[src/igsd_pkg.sv]
// ---------------------------------------------------------------------------
// igsd_pkg
// Shared types and constants for the IMU gesture sequence detector.
// ---------------------------------------------------------------------------
package igsd_pkg;

    localparam int HIST_LEN   = 10;
    localparam int HIST_IW    = $clog2(HIST_LEN);
    localparam int CNT_W      = (HIST_IW > 4) ? HIST_IW : 4;
    localparam int SUM_W      = 16 + HIST_IW;
    localparam int SQS_W      = 32 + HIST_IW;
    localparam int D_W        = 2 * SUM_W;
    localparam int SQRT_STEPS = 14;

    // configuration register indexes
    localparam logic [2:0] CFG_BASE_PITCH = 3'd0;
    localparam logic [2:0] CFG_BASE_ROLL  = 3'd1;
    localparam logic [2:0] CFG_ANGLE_THR  = 3'd2;
    localparam logic [2:0] CFG_ACCEL_THR  = 3'd3;
    localparam logic [2:0] CFG_SPEED_THR  = 3'd4;
    localparam logic [2:0] CFG_TIMEOUT    = 3'd5;

    // internal event codes
    localparam logic [2:0] EV_NONE  = 3'd0;
    localparam logic [2:0] EV_OPEN  = 3'd1;
    localparam logic [2:0] EV_LIFT  = 3'd2;
    localparam logic [2:0] EV_SHAKE = 3'd3;
    localparam logic [2:0] EV_CLOSE = 3'd4;
    localparam logic [2:0] EV_FALSE = 3'd5;

    // result kinds
    localparam logic [2:0] KIND_LIFT  = 3'd0;
    localparam logic [2:0] KIND_SHAKE = 3'd1;
    localparam logic [2:0] KIND_CLOSE = 3'd2;
    localparam logic [2:0] KIND_FALSE = 3'd3;
    localparam logic [2:0] KIND_SEQ   = 3'd4;

    // sequence phases
    localparam logic [1:0] PH_IDLE = 2'd0;
    localparam logic [1:0] PH_OPEN = 2'd1;
    localparam logic [1:0] PH_LIFT = 2'd2;

    typedef struct packed {
        logic               load;
        logic               sq_en;
        logic               sq_grp;     // 0 accel, 1 gyro
        logic [1:0]         sq_idx;
        logic               rt_init;
        logic               rt_step;
        logic               save_norm;
        logic               classify;
        logic               sum_en;
        logic [HIST_IW-1:0] sum_idx;
        logic               var_mul;
        logic               var_cmp;
        logic               seq_commit;
    } t_cmd;

    typedef struct packed {
        logic hist_go;
        logic out_free;
    } t_sts;

endpackage

[src/igsd_ctrl.sv]
// ---------------------------------------------------------------------------
// igsd_ctrl
// Sequencer: steps the datapath through squares, roots, rules, variance
// and the sequence update for one sample.
// ---------------------------------------------------------------------------
module igsd_ctrl (
    input  logic             i_clk,
    input  logic             i_rst_n,
    input  logic             i_valid,
    output logic             o_ready,
    input  igsd_pkg::t_sts   i_sts,
    output igsd_pkg::t_cmd   o_cmd
);

    localparam logic [3:0] S_IDLE = 4'd0;
    localparam logic [3:0] S_SQA  = 4'd1;
    localparam logic [3:0] S_RTA  = 4'd2;
    localparam logic [3:0] S_SQG  = 4'd3;
    localparam logic [3:0] S_RTG  = 4'd4;
    localparam logic [3:0] S_CLS  = 4'd5;
    localparam logic [3:0] S_SUM  = 4'd6;
    localparam logic [3:0] S_VM   = 4'd7;
    localparam logic [3:0] S_VC   = 4'd8;
    localparam logic [3:0] S_SEQ  = 4'd9;

    logic [3:0]                 r_state, n_state;
    logic [igsd_pkg::CNT_W-1:0] r_cnt, n_cnt;

    assign o_ready = (r_state == S_IDLE);

    always_comb begin
        n_state = r_state;
        n_cnt   = r_cnt;
        o_cmd   = '0;
        o_cmd.sq_idx  = r_cnt[1:0];
        o_cmd.sum_idx = r_cnt[igsd_pkg::HIST_IW-1:0];
        case (r_state)
            S_IDLE: begin
                if (i_valid) begin
                    o_cmd.load = 1'b1;
                    n_state = S_SQA;
                    n_cnt = '0;
                end
            end
            S_SQA, S_SQG: begin
                o_cmd.sq_en  = 1'b1;
                o_cmd.sq_grp = (r_state == S_SQG);
                o_cmd.save_norm = (r_state == S_SQG) && (r_cnt == '0);
                if (r_cnt == igsd_pkg::CNT_W'(2)) begin
                    n_cnt = '0;
                    n_state = (r_state == S_SQA) ? S_RTA : S_RTG;
                end else begin
                    n_cnt = r_cnt + 1'b1;
                end
            end
            S_RTA, S_RTG: begin
                o_cmd.rt_init = (r_cnt == '0);
                o_cmd.rt_step = (r_cnt != '0);
                if (r_cnt == igsd_pkg::CNT_W'(igsd_pkg::SQRT_STEPS)) begin
                    n_cnt = '0;
                    n_state = (r_state == S_RTA) ? S_SQG : S_CLS;
                end else begin
                    n_cnt = r_cnt + 1'b1;
                end
            end
            S_CLS: begin
                o_cmd.classify = 1'b1;
                n_cnt = '0;
                n_state = i_sts.hist_go ? S_SUM : S_SEQ;
            end
            S_SUM: begin
                o_cmd.sum_en = 1'b1;
                if (r_cnt == igsd_pkg::CNT_W'(igsd_pkg::HIST_LEN - 1)) begin
                    n_cnt = '0;
                    n_state = S_VM;
                end else begin
                    n_cnt = r_cnt + 1'b1;
                end
            end
            S_VM: begin
                o_cmd.var_mul = 1'b1;
                n_state = S_VC;
            end
            S_VC: begin
                o_cmd.var_cmp = 1'b1;
                n_state = S_SEQ;
            end
            S_SEQ: begin
                // hold until the output register can take the result
                if (i_sts.out_free) begin
                    o_cmd.seq_commit = 1'b1;
                    n_state = S_IDLE;
                end
            end
            default: begin
                n_state = S_IDLE;
            end
        endcase
    end

    always_ff @(posedge i_clk) begin
        if (!i_rst_n) begin
            r_state <= S_IDLE;
            r_cnt   <= '0;
        end else begin
            r_state <= n_state;
            r_cnt   <= n_cnt;
        end
    end

endmodule

[src/igsd_dp.sv]
// ---------------------------------------------------------------------------
// igsd_dp
// Datapath: sample registers, shared squarer and bit-serial square root,
// rule evaluation, norm history and variance, sequence state, output reg.
// ---------------------------------------------------------------------------
module igsd_dp (
    input  logic                i_clk,
    input  logic                i_rst_n,
    input  igsd_pkg::t_cmd      i_cmd,
    output igsd_pkg::t_sts      o_sts,
    input  logic                i_cfg_we,
    input  logic [2:0]          i_cfg_idx,
    input  logic [15:0]         i_cfg_data,
    input  logic signed [12:0]  i_accel_x,
    input  logic signed [12:0]  i_accel_y,
    input  logic signed [12:0]  i_accel_z,
    input  logic signed [13:0]  i_gyro_x,
    input  logic signed [13:0]  i_gyro_y,
    input  logic signed [13:0]  i_gyro_z,
    input  logic signed [12:0]  i_pitch_angle,
    input  logic signed [12:0]  i_roll_angle,
    input  logic [31:0]         i_timestamp_ms,
    input  logic                i_out_ready,
    output logic                o_out_valid,
    output logic [2:0]          o_event_kind,
    output logic [31:0]         o_elapsed_ms
);

    localparam logic [igsd_pkg::D_W-1:0] SHAKE_THR = igsd_pkg::D_W'(
        (64'd9437184 * igsd_pkg::HIST_LEN * igsd_pkg::HIST_LEN) / 100);

    // configuration
    logic signed [12:0] r_base_pitch, r_base_roll;
    logic [11:0]        r_angle_thr;
    logic [13:0]        r_accel_thr, r_speed_thr;
    logic [15:0]        r_timeout;

    // sample
    logic signed [12:0] r_ax, r_ay, r_az;
    logic signed [13:0] r_gx, r_gy, r_gz;
    logic [12:0]        r_angle;
    logic [31:0]        r_now;

    // squarer / root
    logic [27:0]        r_acc, r_rem, r_root, r_bit;
    logic [15:0]        r_norm;

    // persistent state
    logic [15:0]                  r_prev_speed;
    logic [31:0]                  r_last_fast, r_seq_start, r_last_event;
    logic [15:0]                  r_hist [igsd_pkg::HIST_LEN];
    logic [igsd_pkg::HIST_IW-1:0] r_slot;
    logic [1:0]                   r_phase;

    // per-sample
    logic [2:0]                   r_ev;
    logic [igsd_pkg::SUM_W-1:0]   r_s;
    logic [igsd_pkg::SQS_W-1:0]   r_s2;
    logic [igsd_pkg::D_W-1:0]     r_ns2, r_ss;

    // output register
    logic        r_ov;
    logic [2:0]  r_kind;
    logic [31:0] r_dur;

    function automatic logic signed [13:0] sat_g(input logic signed [13:0] v);
        if (v > 14'sd8000)       sat_g = 14'sd8000;
        else if (v < -14'sd8000) sat_g = -14'sd8000;
        else                     sat_g = v;
    endfunction

    function automatic logic signed [13:0] sat_a(input logic signed [12:0] v);
        logic signed [13:0] w;
        w = 14'(v);
        if (w > 14'sd2880)       sat_a = 14'sd2880;
        else if (w < -14'sd2880) sat_a = -14'sd2880;
        else                     sat_a = w;
    endfunction

    function automatic logic [12:0] abs_diff(input logic signed [13:0] a,
                                             input logic signed [12:0] b);
        logic signed [14:0] d;
        d = 15'(a) - 15'(b);
        abs_diff = d[14] ? 13'(-d) : 13'(d);
    endfunction

    // angle at load
    logic [12:0] w_dp, w_dr;
    assign w_dp = abs_diff(sat_a(i_pitch_angle), r_base_pitch);
    assign w_dr = abs_diff(sat_a(i_roll_angle), r_base_roll);

    // shared squarer
    logic signed [13:0] w_op;
    logic signed [27:0] w_prod;
    always_comb begin
        case ({i_cmd.sq_grp, i_cmd.sq_idx})
            3'b000:  w_op = 14'(r_ax);
            3'b001:  w_op = 14'(r_ay);
            3'b010:  w_op = 14'(r_az);
            3'b100:  w_op = r_gx;
            3'b101:  w_op = r_gy;
            3'b110:  w_op = r_gz;
            default: w_op = '0;
        endcase
    end
    assign w_prod = w_op * w_op;

    logic [27:0] w_trial;
    assign w_trial = r_root + r_bit;

    // rules
    logic [15:0] w_speed;
    logic        w_fast, w_prev_fast, w_false, w_open, w_lift, w_close;
    logic [31:0] w_lf;
    assign w_speed     = r_root[15:0];
    assign w_fast      = w_speed > {2'b00, r_speed_thr};
    assign w_prev_fast = r_prev_speed > {2'b00, r_speed_thr};
    assign w_lf        = w_fast ? r_now : r_last_fast;
    assign w_false     = w_prev_fast && (w_speed < 16'd160) && ((r_now - w_lf) < 32'd100);
    assign w_open      = ({1'b0, r_angle} > {2'b00, r_angle_thr})
                         && ({1'b0, r_norm[14:0]} < {2'b00, r_accel_thr})
                         && (r_norm[15] == 1'b0);
    assign w_lift      = (r_az > 13'sd1228) && (r_angle > 13'd320);
    assign w_close     = (r_angle < 13'd160) && (r_phase == igsd_pkg::PH_LIFT);

    logic [igsd_pkg::HIST_IW-1:0] w_slot, w_slot_nx;
    assign w_slot = ({1'b0, r_slot} >= (igsd_pkg::HIST_IW + 1)'(igsd_pkg::HIST_LEN))
                    ? '0 : r_slot;
    assign w_slot_nx = (w_slot == igsd_pkg::HIST_IW'(igsd_pkg::HIST_LEN - 1))
                       ? '0 : w_slot + 1'b1;

    logic [15:0] w_h;
    logic [31:0] w_hsq;
    logic [igsd_pkg::D_W-1:0] w_ss, w_ns2;
    assign w_h   = r_hist[i_cmd.sum_idx];
    assign w_hsq = w_h * w_h;
    assign w_ss  = r_s * r_s;
    assign w_ns2 = igsd_pkg::D_W'(r_s2) * igsd_pkg::D_W'(igsd_pkg::HIST_LEN);

    // sequence update
    logic [1:0]  w_ph1, w_ph2;
    logic [31:0] w_le1, w_span;
    logic        w_emit;
    logic [2:0]  w_kind;
    logic [31:0] w_dur;
    always_comb begin
        w_ph1  = r_phase;
        w_le1  = r_last_event;
        w_emit = 1'b0;
        w_kind = igsd_pkg::KIND_LIFT;
        w_dur  = '0;
        w_span = r_now - r_seq_start;
        if (r_ev != igsd_pkg::EV_NONE) begin
            w_le1 = r_now;
            case (r_phase)
                igsd_pkg::PH_IDLE: begin
                    if (r_ev != igsd_pkg::EV_OPEN) begin
                        w_emit = 1'b1;
                        case (r_ev)
                            igsd_pkg::EV_LIFT:  w_kind = igsd_pkg::KIND_LIFT;
                            igsd_pkg::EV_SHAKE: w_kind = igsd_pkg::KIND_SHAKE;
                            igsd_pkg::EV_CLOSE: w_kind = igsd_pkg::KIND_CLOSE;
                            default:            w_kind = igsd_pkg::KIND_FALSE;
                        endcase
                    end else begin
                        w_ph1 = igsd_pkg::PH_OPEN;
                    end
                end
                igsd_pkg::PH_OPEN: begin
                    if (r_ev == igsd_pkg::EV_LIFT)  w_ph1 = igsd_pkg::PH_LIFT;
                    else if (w_span > {16'd0, r_timeout}) w_ph1 = igsd_pkg::PH_IDLE;
                end
                igsd_pkg::PH_LIFT: begin
                    if (r_ev == igsd_pkg::EV_CLOSE) begin
                        w_emit = 1'b1;
                        w_kind = igsd_pkg::KIND_SEQ;
                        w_dur  = w_span;
                        w_ph1  = igsd_pkg::PH_IDLE;
                    end else if (w_span > {16'd0, r_timeout}) begin
                        w_ph1 = igsd_pkg::PH_IDLE;
                    end
                end
                default: begin
                    w_ph1 = r_phase;
                end
            endcase
        end
        w_ph2 = w_ph1;
        if (w_ph1 != igsd_pkg::PH_IDLE && (r_now - w_le1) > {16'd0, r_timeout})
            w_ph2 = igsd_pkg::PH_IDLE;
    end

    assign o_sts.hist_go  = !(w_false || w_open || w_lift || w_close);
    assign o_sts.out_free = !r_ov || i_out_ready;

    assign o_out_valid   = r_ov;
    assign o_event_kind  = r_kind;
    assign o_elapsed_ms  = r_dur;

    // control and persistent state
    always_ff @(posedge i_clk) begin
        if (!i_rst_n) begin
            r_base_pitch <= '0;
            r_base_roll  <= '0;
            r_angle_thr  <= 12'd480;
            r_accel_thr  <= 14'd2560;
            r_speed_thr  <= 14'd48;
            r_timeout    <= 16'd2000;
            r_prev_speed <= '0;
            r_last_fast  <= '0;
            r_seq_start  <= '0;
            r_last_event <= '0;
            r_slot       <= '0;
            r_phase      <= igsd_pkg::PH_IDLE;
            r_ov         <= 1'b0;
            for (int i = 0; i < igsd_pkg::HIST_LEN; i++) r_hist[i] <= '0;
        end else begin
            if (i_cfg_we) begin
                case (i_cfg_idx)
                    igsd_pkg::CFG_BASE_PITCH: r_base_pitch <= i_cfg_data[12:0];
                    igsd_pkg::CFG_BASE_ROLL:  r_base_roll  <= i_cfg_data[12:0];
                    igsd_pkg::CFG_ANGLE_THR:  r_angle_thr  <= i_cfg_data[11:0];
                    igsd_pkg::CFG_ACCEL_THR:  r_accel_thr  <= i_cfg_data[13:0];
                    igsd_pkg::CFG_SPEED_THR:  r_speed_thr  <= i_cfg_data[13:0];
                    igsd_pkg::CFG_TIMEOUT:    r_timeout    <= i_cfg_data;
                    default: ;
                endcase
            end
            if (i_cmd.classify) begin
                r_prev_speed <= w_speed;
                r_last_fast  <= w_lf;
                if (o_sts.hist_go) begin
                    r_hist[w_slot] <= r_norm;
                    r_slot <= w_slot_nx;
                end
            end
            if (i_cmd.seq_commit) begin
                r_ov         <= w_emit;
                r_last_event <= w_le1;
                r_phase      <= w_ph2;
                if (r_ev == igsd_pkg::EV_OPEN && r_phase == igsd_pkg::PH_IDLE)
                    r_seq_start <= r_now;
            end else if (i_out_ready) begin
                r_ov <= 1'b0;
            end
        end
    end

    // payload registers
    always_ff @(posedge i_clk) begin
        if (i_cmd.load) begin
            r_ax    <= i_accel_x;
            r_ay    <= i_accel_y;
            r_az    <= i_accel_z;
            r_gx    <= sat_g(i_gyro_x);
            r_gy    <= sat_g(i_gyro_y);
            r_gz    <= sat_g(i_gyro_z);
            r_angle <= (w_dp > w_dr) ? w_dp : w_dr;
            r_now   <= i_timestamp_ms;
        end
        if (i_cmd.sq_en)
            r_acc <= (i_cmd.sq_idx == 2'd0) ? 28'(w_prod) : r_acc + 28'(w_prod);
        if (i_cmd.rt_init) begin
            r_rem  <= r_acc;
            r_root <= '0;
            r_bit  <= 28'd1 << 26;
        end else if (i_cmd.rt_step) begin
            if (r_rem >= w_trial) begin
                r_rem  <= r_rem - w_trial;
                r_root <= (r_root >> 1) + r_bit;
            end else begin
                r_root <= r_root >> 1;
            end
            r_bit <= r_bit >> 2;
        end
        if (i_cmd.save_norm)
            r_norm <= r_root[15:0];
        if (i_cmd.classify) begin
            r_s  <= '0;
            r_s2 <= '0;
            if (w_false)      r_ev <= igsd_pkg::EV_FALSE;
            else if (w_open)  r_ev <= igsd_pkg::EV_OPEN;
            else if (w_lift)  r_ev <= igsd_pkg::EV_LIFT;
            else if (w_close) r_ev <= igsd_pkg::EV_CLOSE;
            else              r_ev <= igsd_pkg::EV_NONE;
        end
        if (i_cmd.sum_en) begin
            r_s  <= r_s + igsd_pkg::SUM_W'(w_h);
            r_s2 <= r_s2 + igsd_pkg::SQS_W'(w_hsq);
        end
        if (i_cmd.var_mul) begin
            r_ss  <= w_ss;
            r_ns2 <= w_ns2;
        end
        if (i_cmd.var_cmp)
            r_ev <= ((r_ns2 - r_ss) > SHAKE_THR) ? igsd_pkg::EV_SHAKE : igsd_pkg::EV_NONE;
        if (i_cmd.seq_commit && w_emit) begin
            r_kind <= w_kind;
            r_dur  <= w_dur;
        end
    end

endmodule

[src/imu_gesture_sequence_detector_core.sv]
// ---------------------------------------------------------------------------
// imu_gesture_sequence_detector_core
// Classifies IMU samples into motion events and tracks the
// open-lift-close gesture sequence.
// ---------------------------------------------------------------------------
//  channel   handshake                 payload
//  input     i_valid / o_ready         accel, gyro, pitch, roll, timestamp
//  output    o_valid / i_ready         event_kind, elapsed_ms
//  config    i_cfg_we                  i_cfg_idx, i_cfg_data
//
//  A sample is processed serially: the next sample is accepted only after
//  the current one finishes; a rule that fires ahead of the shake test skips
//  the history sum and variance. The two square roots (one load and 14 steps
//  each) share the single root unit; the history sum adds one entry per cycle.
//  Synchronous active-low reset; no clearing pass is needed.
//  A result held in the output register stalls only the final update step;
//  the next sample is taken as soon as that step completes.
// ---------------------------------------------------------------------------
module imu_gesture_sequence_detector_core (
    input  logic                i_clk,
    input  logic                i_rst_n,
    input  logic                i_valid,
    output logic                o_ready,
    input  logic signed [12:0]  i_accel_x,
    input  logic signed [12:0]  i_accel_y,
    input  logic signed [12:0]  i_accel_z,
    input  logic signed [13:0]  i_gyro_x,
    input  logic signed [13:0]  i_gyro_y,
    input  logic signed [13:0]  i_gyro_z,
    input  logic signed [12:0]  i_pitch_angle,
    input  logic signed [12:0]  i_roll_angle,
    input  logic [31:0]         i_timestamp_ms,
    output logic                o_valid,
    input  logic                i_ready,
    output logic [2:0]          o_event_kind,
    output logic [31:0]         o_elapsed_ms,
    input  logic                i_cfg_we,
    input  logic [2:0]          i_cfg_idx,
    input  logic [15:0]         i_cfg_data
);

    igsd_pkg::t_cmd w_cmd;
    igsd_pkg::t_sts w_sts;

    igsd_ctrl u_ctrl (
        .i_clk   (i_clk),
        .i_rst_n (i_rst_n),
        .i_valid (i_valid),
        .o_ready (o_ready),
        .i_sts   (w_sts),
        .o_cmd   (w_cmd)
    );

    igsd_dp u_dp (
        .i_clk          (i_clk),
        .i_rst_n        (i_rst_n),
        .i_cmd          (w_cmd),
        .o_sts          (w_sts),
        .i_cfg_we       (i_cfg_we),
        .i_cfg_idx      (i_cfg_idx),
        .i_cfg_data     (i_cfg_data),
        .i_accel_x      (i_accel_x),
        .i_accel_y      (i_accel_y),
        .i_accel_z      (i_accel_z),
        .i_gyro_x       (i_gyro_x),
        .i_gyro_y       (i_gyro_y),
        .i_gyro_z       (i_gyro_z),
        .i_pitch_angle  (i_pitch_angle),
        .i_roll_angle   (i_roll_angle),
        .i_timestamp_ms (i_timestamp_ms),
        .i_out_ready    (i_ready),
        .o_out_valid    (o_valid),
        .o_event_kind   (o_event_kind),
        .o_elapsed_ms   (o_elapsed_ms)
    );

endmodule

[config.mk]
export PLATFORM = sky130hd
export DESIGN_NAME = imu_gesture_sequence_detector_core
export DESIGN_NICKNAME = d
export VERILOG_FILES = /design/src/igsd_pkg.sv /design/src/igsd_ctrl.sv /design/src/igsd_dp.sv /design/src/imu_gesture_sequence_detector_core.sv
export SDC_FILE = /design/constraint.sdc
export NUM_CORES = 2
export LEC_CHECK = 0
export BUFFER_PORTS_ARGS = -buffer_cell sky130_fd_sc_hd__buf_2
export CORE_MARGIN = 4
export CORE_UTILIZATION = 60
export CTS_CLUSTER_SIZE = 12
export DETAILED_ROUTE_END_ITERATION = 6
export GPL_ROUTABILITY_DRIVEN = 0
export PLACE_DENSITY = 0.74
export SLEW_MARGIN = 20
export SYNTH_ARGS = -nofsm -noshare
export SYNTH_HDL_FRONTEND = slang
export SYNTH_SLANG_ARGS = --single-unit
[constraint.sdc]
create_clock -name i_clk -period 26.8 [get_ports i_clk]
set_input_delay 1.34 -clock i_clk [delete_from_list [all_inputs] [get_ports i_clk]]
set_output_delay 1.34 -clock i_clk [all_outputs]
set_load 0.01 [all_outputs]
======== Yosys cells after proc, flatten, opt, wreduce, memory -nomap -nowiden ========
Memories as Yosys holds them, arrays and structs flattened. A register that Yosys moved wholly into a read port is not among the register bits.
Cells that the tools add are included.
storage, ports and cells
  register bits after elaboration ......... 622
  memory bits (writable) .................. 160
  bits of input ports ..................... 163
  output and inout bits ................... 37
  word-level logic and storage cells ...... 252
  memories kept ........................... 1
memories
  memory       words  width  read ports  clocked after Yosys merged registers in  write ports  line           text
  u_dp.r_hist  10     16     1           1                                        10           igsd_dp.sv:51  logic [15:0] r_hist [igsd_pkg::HIST_LEN];
cells by class
  add/sub/neg operators ................... 16
  multiply operators ...................... 4
  magnitude comparators ................... 25
  equality and inequality tests ........... 35
  multiplexer cells ....................... 83
  bitwise gates (word level) .............. 2
  reduce and logical (&&, ||, !) cells .... 48
operators by type and width
  operator               count
  $mux 28                5
  $mux 14                7
  $sub 32x32->32         3
  $pmux 14 s6            1
  $mux 36                2
  $gt 32x16->1           2
  $mux 32                2
  $mux 4                 15
  $gt 14x14->1 const B   3
  $lt 14x14->1 const B   3
  $gt 40x24->1 const B   1
  $mul 20x20->40         1
  $mux 20                2
  $sub 40x40->40         1
  $mul 36x3->39 const B  1
  $mux 13                3
  $add 36x32->36         1
  $gt 16x14->1           2
  $lt 32x7->1 const B    1
  $mul 16x16->32         1
  $pmux 4 s8             1
  $mux 3                 10
  $sub 14x13->15         2
  $add 27x27->28         1
  53 further kinds       142

======== Depth between registers and ports, before layout ========
  word-level depth ........................ 14
  gate-level depth with buffers ........... 45
  depth with buffers taken out ............ 42

======== Hierarchy ========
From an unflattened synthesis, not the netlist that was laid out.
second synthesis, totals
  cell total of the unflattened synthesis .. 8155
  area, all modules ....................... 78839.4 sq um
modules (own cells, without submodules)
  module     instances  cells an instance  area each (sq um)  seq. area each (sq um)
  igsd_dp    1          8061               78151.2            23662.7
  igsd_ctrl  1          94                 688.2              160.2

======== Worst setup path after synthesis ========
OpenSTA, ideal clock, no wires.
  kind .................................... register to register
  start point ............................. reg u_ctrl.r_state[0]
  end point ............................... reg u_dp.r_acc[27] (data pin)
  setup time .............................. 0.268 ns
  arrival ................................. 10.418 ns
  data required time ...................... 26.532 ns
  setup slack ............................. 16.114 ns
  cell stages (with the launch flop) ...... 43
  buffers on the path ..................... 3
  period minus slack after synthesis ...... 10.686 ns
  path through ............................ dfxtp_1 clkbuf_1 nand2b_1 nor2_1 nand2_1 buf_1 mux2i_1 o21ai_0 a21oi_1 inv_1 buf_1 nand2_1 fa_1 fa_1 inv_1 fa_1 inv_1 fa_1 (+7 left out) nor2_1 o21ai_0 nand2b_1 a21o_1 a21oi_1 xnor2_1 ha_1 a21o_1 a21oi_1 o22ai_1 a21oi_1 a221oi_1 a41o_1 o21ai_0 o21ai_0 xor2_1 nand2_1 xnor3_1
on the way
  word-level cells in the longest chain between the ends .. 8
  elaborated cells on any way between the ends .. 14
  classes of those cells .................. add/sub: 1; mul: 1; eq/ne: 7; mux: 3; reduce/logical: 2
RTL lines
  item                                      line                              text
  start: declaration                        igsd_ctrl.sv:26                   logic [3:0] r_state, n_state;
  start signal: assignment                  igsd_ctrl.sv:106                  r_state <= n_state;
  $eq 4x1->1 or $eq 4x2->1 (tied branches)  igsd_ctrl.sv:37, igsd_ctrl.sv:47
  $reduce_or 2->1                           igsd_ctrl.sv:37                   case (r_state)
  $mux 2 *                                  igsd_ctrl.sv:37
  $eq 3x3->1, or another cell as far along  igsd_dp.sv:96                     case ({i_cmd.sq_grp, i_cmd.sq_idx})
  $pmux 14 s6 *                             igsd_dp.sv:96
  $mul 14x14->28 *                          igsd_dp.sv:106                    assign w_prod = w_op * w_op;
  $add 28x28->28                            igsd_dp.sv:262                    r_acc <= (i_cmd.sq_idx == 2'd0) ? 28'(w_prod) : r_acc + 28'(w_prod);
  $mux 28 *                                 igsd_dp.sv:262
  end signal: assignment                    igsd_dp.sv:262
  end: declaration                          igsd_dp.sv:45                     logic [27:0] r_acc, r_rem, r_root, r_bit;
Every way passes the cells marked *; elsewhere a longest branch is shown, timed or not.
A chain may end at the register's enable or synchronous reset.

======== Worst setup path after layout ========
Ends and elaborated chain as after synthesis.

==> flow_metrics.env <==
export IMPL_fin_crit_ps=11390
export IMPL_drc=0
export IMPL_ant_nets=0
export IMPL_fillerInstances=10100
export IMPL_cap_violations=0
export IMPL_antenna_found_initial=9
export IMPL_ys_types=86
export IMPL_cpPeakStageDelay_ps=830
export IMPL_layout_commonest_cell="inv_1"
export IMPL_wl_per_cell_um=19.2
export IMPL_final_max_slew_viol_count=0
export IMPL_syn_area_per_cell_um2=9.72
export IMPL_ctsLongestPathBuffers=3
export IMPL_num_nets_final=9765
export IMPL_start_util_pct=60.6
export IMPL_cts_tree="done"
export IMPL_cts_repair_resized=0
export IMPL_seq_area_frac_synth_pct=30.8
export IMPL_die_w_um=368
export IMPL_critPathKind="reg -> reg"
export IMPL_cts_sinks=881
export IMPL_dieArea_mm2=0.135
export IMPL_period_share_pct=42.5
export IMPL_hold_viol=0
export IMPL_grt_pass1_vias=59300
export IMPL_drtPass1Iterations=5
export IMPL_clock_latency_ps=710
export IMPL_status="complete, no violations"
export IMPL_grt_usage_pct=28.5
export IMPL_cp_common_cell="fa_1"
export IMPL_drive_gt1_share_pct=6.89
export IMPL_fmax_mhz=87.8
export IMPL_cts_root_buffer="clkbuf_16"
export IMPL_relSlewSlack_pct=26.7
export IMPL_die_h_um=368
export IMPL_drt_initial_drc_count=4450
export IMPL_ys_async_sr_fraction_pct=0
export IMPL_overflow=0
export IMPL_dp_hpwl_um=147000
export IMPL_worst_slack_ps=15410
export IMPL_finClkSkew_ps=45.1
export IMPL_numPortBuffers=199
export IMPL_num_rows=131
export IMPL_post_cts_setup_buffers=0
export IMPL_rsz0062_at_grt="no"
export IMPL_r2r_slack_ps=15410
export IMPL_ys_flop_type="edfxtp_1"
export IMPL_crit_path_end_kind="flip-flop"
export IMPL_wl_um=192000
export IMPL_hold_path_class="reg -> reg"
export IMPL_finalSetupViolations=0
export IMPL_yosys_register_bits=881
export IMPL_place_ws_ps=15400
export IMPL_critPathRequiredTime_ps=27240
export IMPL_ys_warnings_count=0
export IMPL_cts_hold_buf=0
export IMPL_synth_top_area_cell="edfxtp_1"
export IMPL_path_max_fanout=33
export IMPL_grt_max_degree=118
export IMPL_cp_start_kind="flip-flop"
export IMPL_yosys_area_top_type_share_pct=24.2
export IMPL_mostFrequentLayoutCells="inv_1, nand2_1, ha_1"
export IMPL_core_area_mm2=0.128
export IMPL_worstMarginPinSlew_ps=1090
export IMPL_synth_area_top_cells="edfxtp_1, fa_1, ha_1"
export IMPL_synth_cells=7976
export IMPL_synth_edf_count=626
export IMPL_viasPerCell=5.81
export IMPL_clk_pin_slew_worst_paths_ps=60
export IMPL_num_vias=58200
export IMPL_cpMaxStageDelayCell="fa_1"
export IMPL_critPathArrivalTime_ps=11830
export IMPL_syn_area_mm2=0.0776
export IMPL_cts_buffers=98
export IMPL_io_pin_count=200
export IMPL_tns_ps=0
export IMPL_area_growth_pct=8.36
export IMPL_grt_pass1_wl_um=310000
export IMPL_h_tree_depth=3
[layout make-up]
class / instances / area [um^2] / area share, %
antenna: 2 / 5.00 / 0.00596
clock buffer: 138 / 2760 / 3.28
clock inverter: 43 / 414 / 0.493
inverter: 1187 / 4460 / 5.31
multi-input combinational: 5756 / 48800 / 58.0
sequential: 881 / 23900 / 28.5
tap: 1729 / 2160 / 2.57
timing repair buffer: 277 / 1580 / 1.88
[critical path, delay by kind of cell (launching register included)]
family,cells,cell delay [ps]
adders and majority gates,8,4140
AOI/OAI and AO/OA,7,2110
xor gates and xnor gates,3,570
and+or+nand+nor,10,2320
DFF,1,660
buffers and inverters,6,1310
[synth_stat cells, drive strengths merged (79+ instances only)]
cell	instances
xnor2	212
o21ai	294
nand3	99
a21oi	479
inv	1172
mux2i	142
nand2	820
and2	197
edfxtp	626
ha	745
nor2b	79
nor3	91
xor2	147
nor2	530
clkbuf	215
fa	656
dfxtp	255
and3	167
a21o	164
[worst paths after layout]
kind / start / cells past startpoint / end
hold / removal: u_dp.r_seq_start[11] / 2 / u_dp.r_seq_start[11]
setup / recovery: u_ctrl.r_state[0] / 34 / u_dp.r_acc[27]
setup reg to reg: u_ctrl.r_state[0] / 34 / u_dp.r_acc[27]
hold reg to reg: u_dp.r_seq_start[11] / 2 / u_dp.r_seq_start[11]
[routing by layer]
| metal | global-route usage [%] | part of all wire (%) | vias up |
|---|---|---|---|
| li1 | - | - | 27400 |
| met1 | 37.3 | 42 | 28500 |
| met2 | 48.4 | 48 | 1857 |
| met3 | 3.71 | 5.9 | 444 |
| met4 | 10.8 | 4.3 | 6 |
| met5 | 0 | 0.018 | - |
[per-stage QoR]
step | hold slack (ps) | std cells | utilization, % | instance area [um^2]
CTS | 454 | 10000 | 65.6 | 84000
global route | 465 | 10000 | 65.6 | 84000
detailed placement | 446 | 9830 | 63.2 | 80900
floorplan | 429 | 8071 | - | 77900
finish | 454 | 10000 | 65.7 | 84000
global placement | 440 | 9830 | 63.2 | 80900
[state kept, by name (all words and copies together), names as in the netlist, 20 cells and up, named ones only]
name / cells
u_dp.r_root: 28
u_dp.r_ns2: 39
u_dp.r_rem: 28
u_dp.r_hist: 256
u_dp.r_acc: 28
u_dp.o_elapsed_ms: 32
u_dp.r_last_fast: 32
u_dp.r_ss: 39
u_dp.r_seq_start: 32
u_dp.r_s2: 36
u_dp.r_last_event: 32
u_dp.r_s: 20
u_dp.r_now: 32
[cells by family after synthesis]
| logic type | Yosys count | share of synthesized area (%) |
|---|---|---|
| xor gates and xnor gates | 360 | 4.08 |
| adders and majority gates | 1401 | 29.0 |
| AOI/OAI and AO/OA | 1440 | 11.7 |
| and+or+nand+nor | 2232 | 13.5 |
| buffers and inverters | 1434 | 6.95 |
| other | 1 | 0.00484 |
| muxes | 227 | 4.00 |
| DFF | 881 | 30.8 |
Power is left out: the tool's default activity adds up to more than one toggle a clock period on the data nets, which glitch-free logic cannot reach.
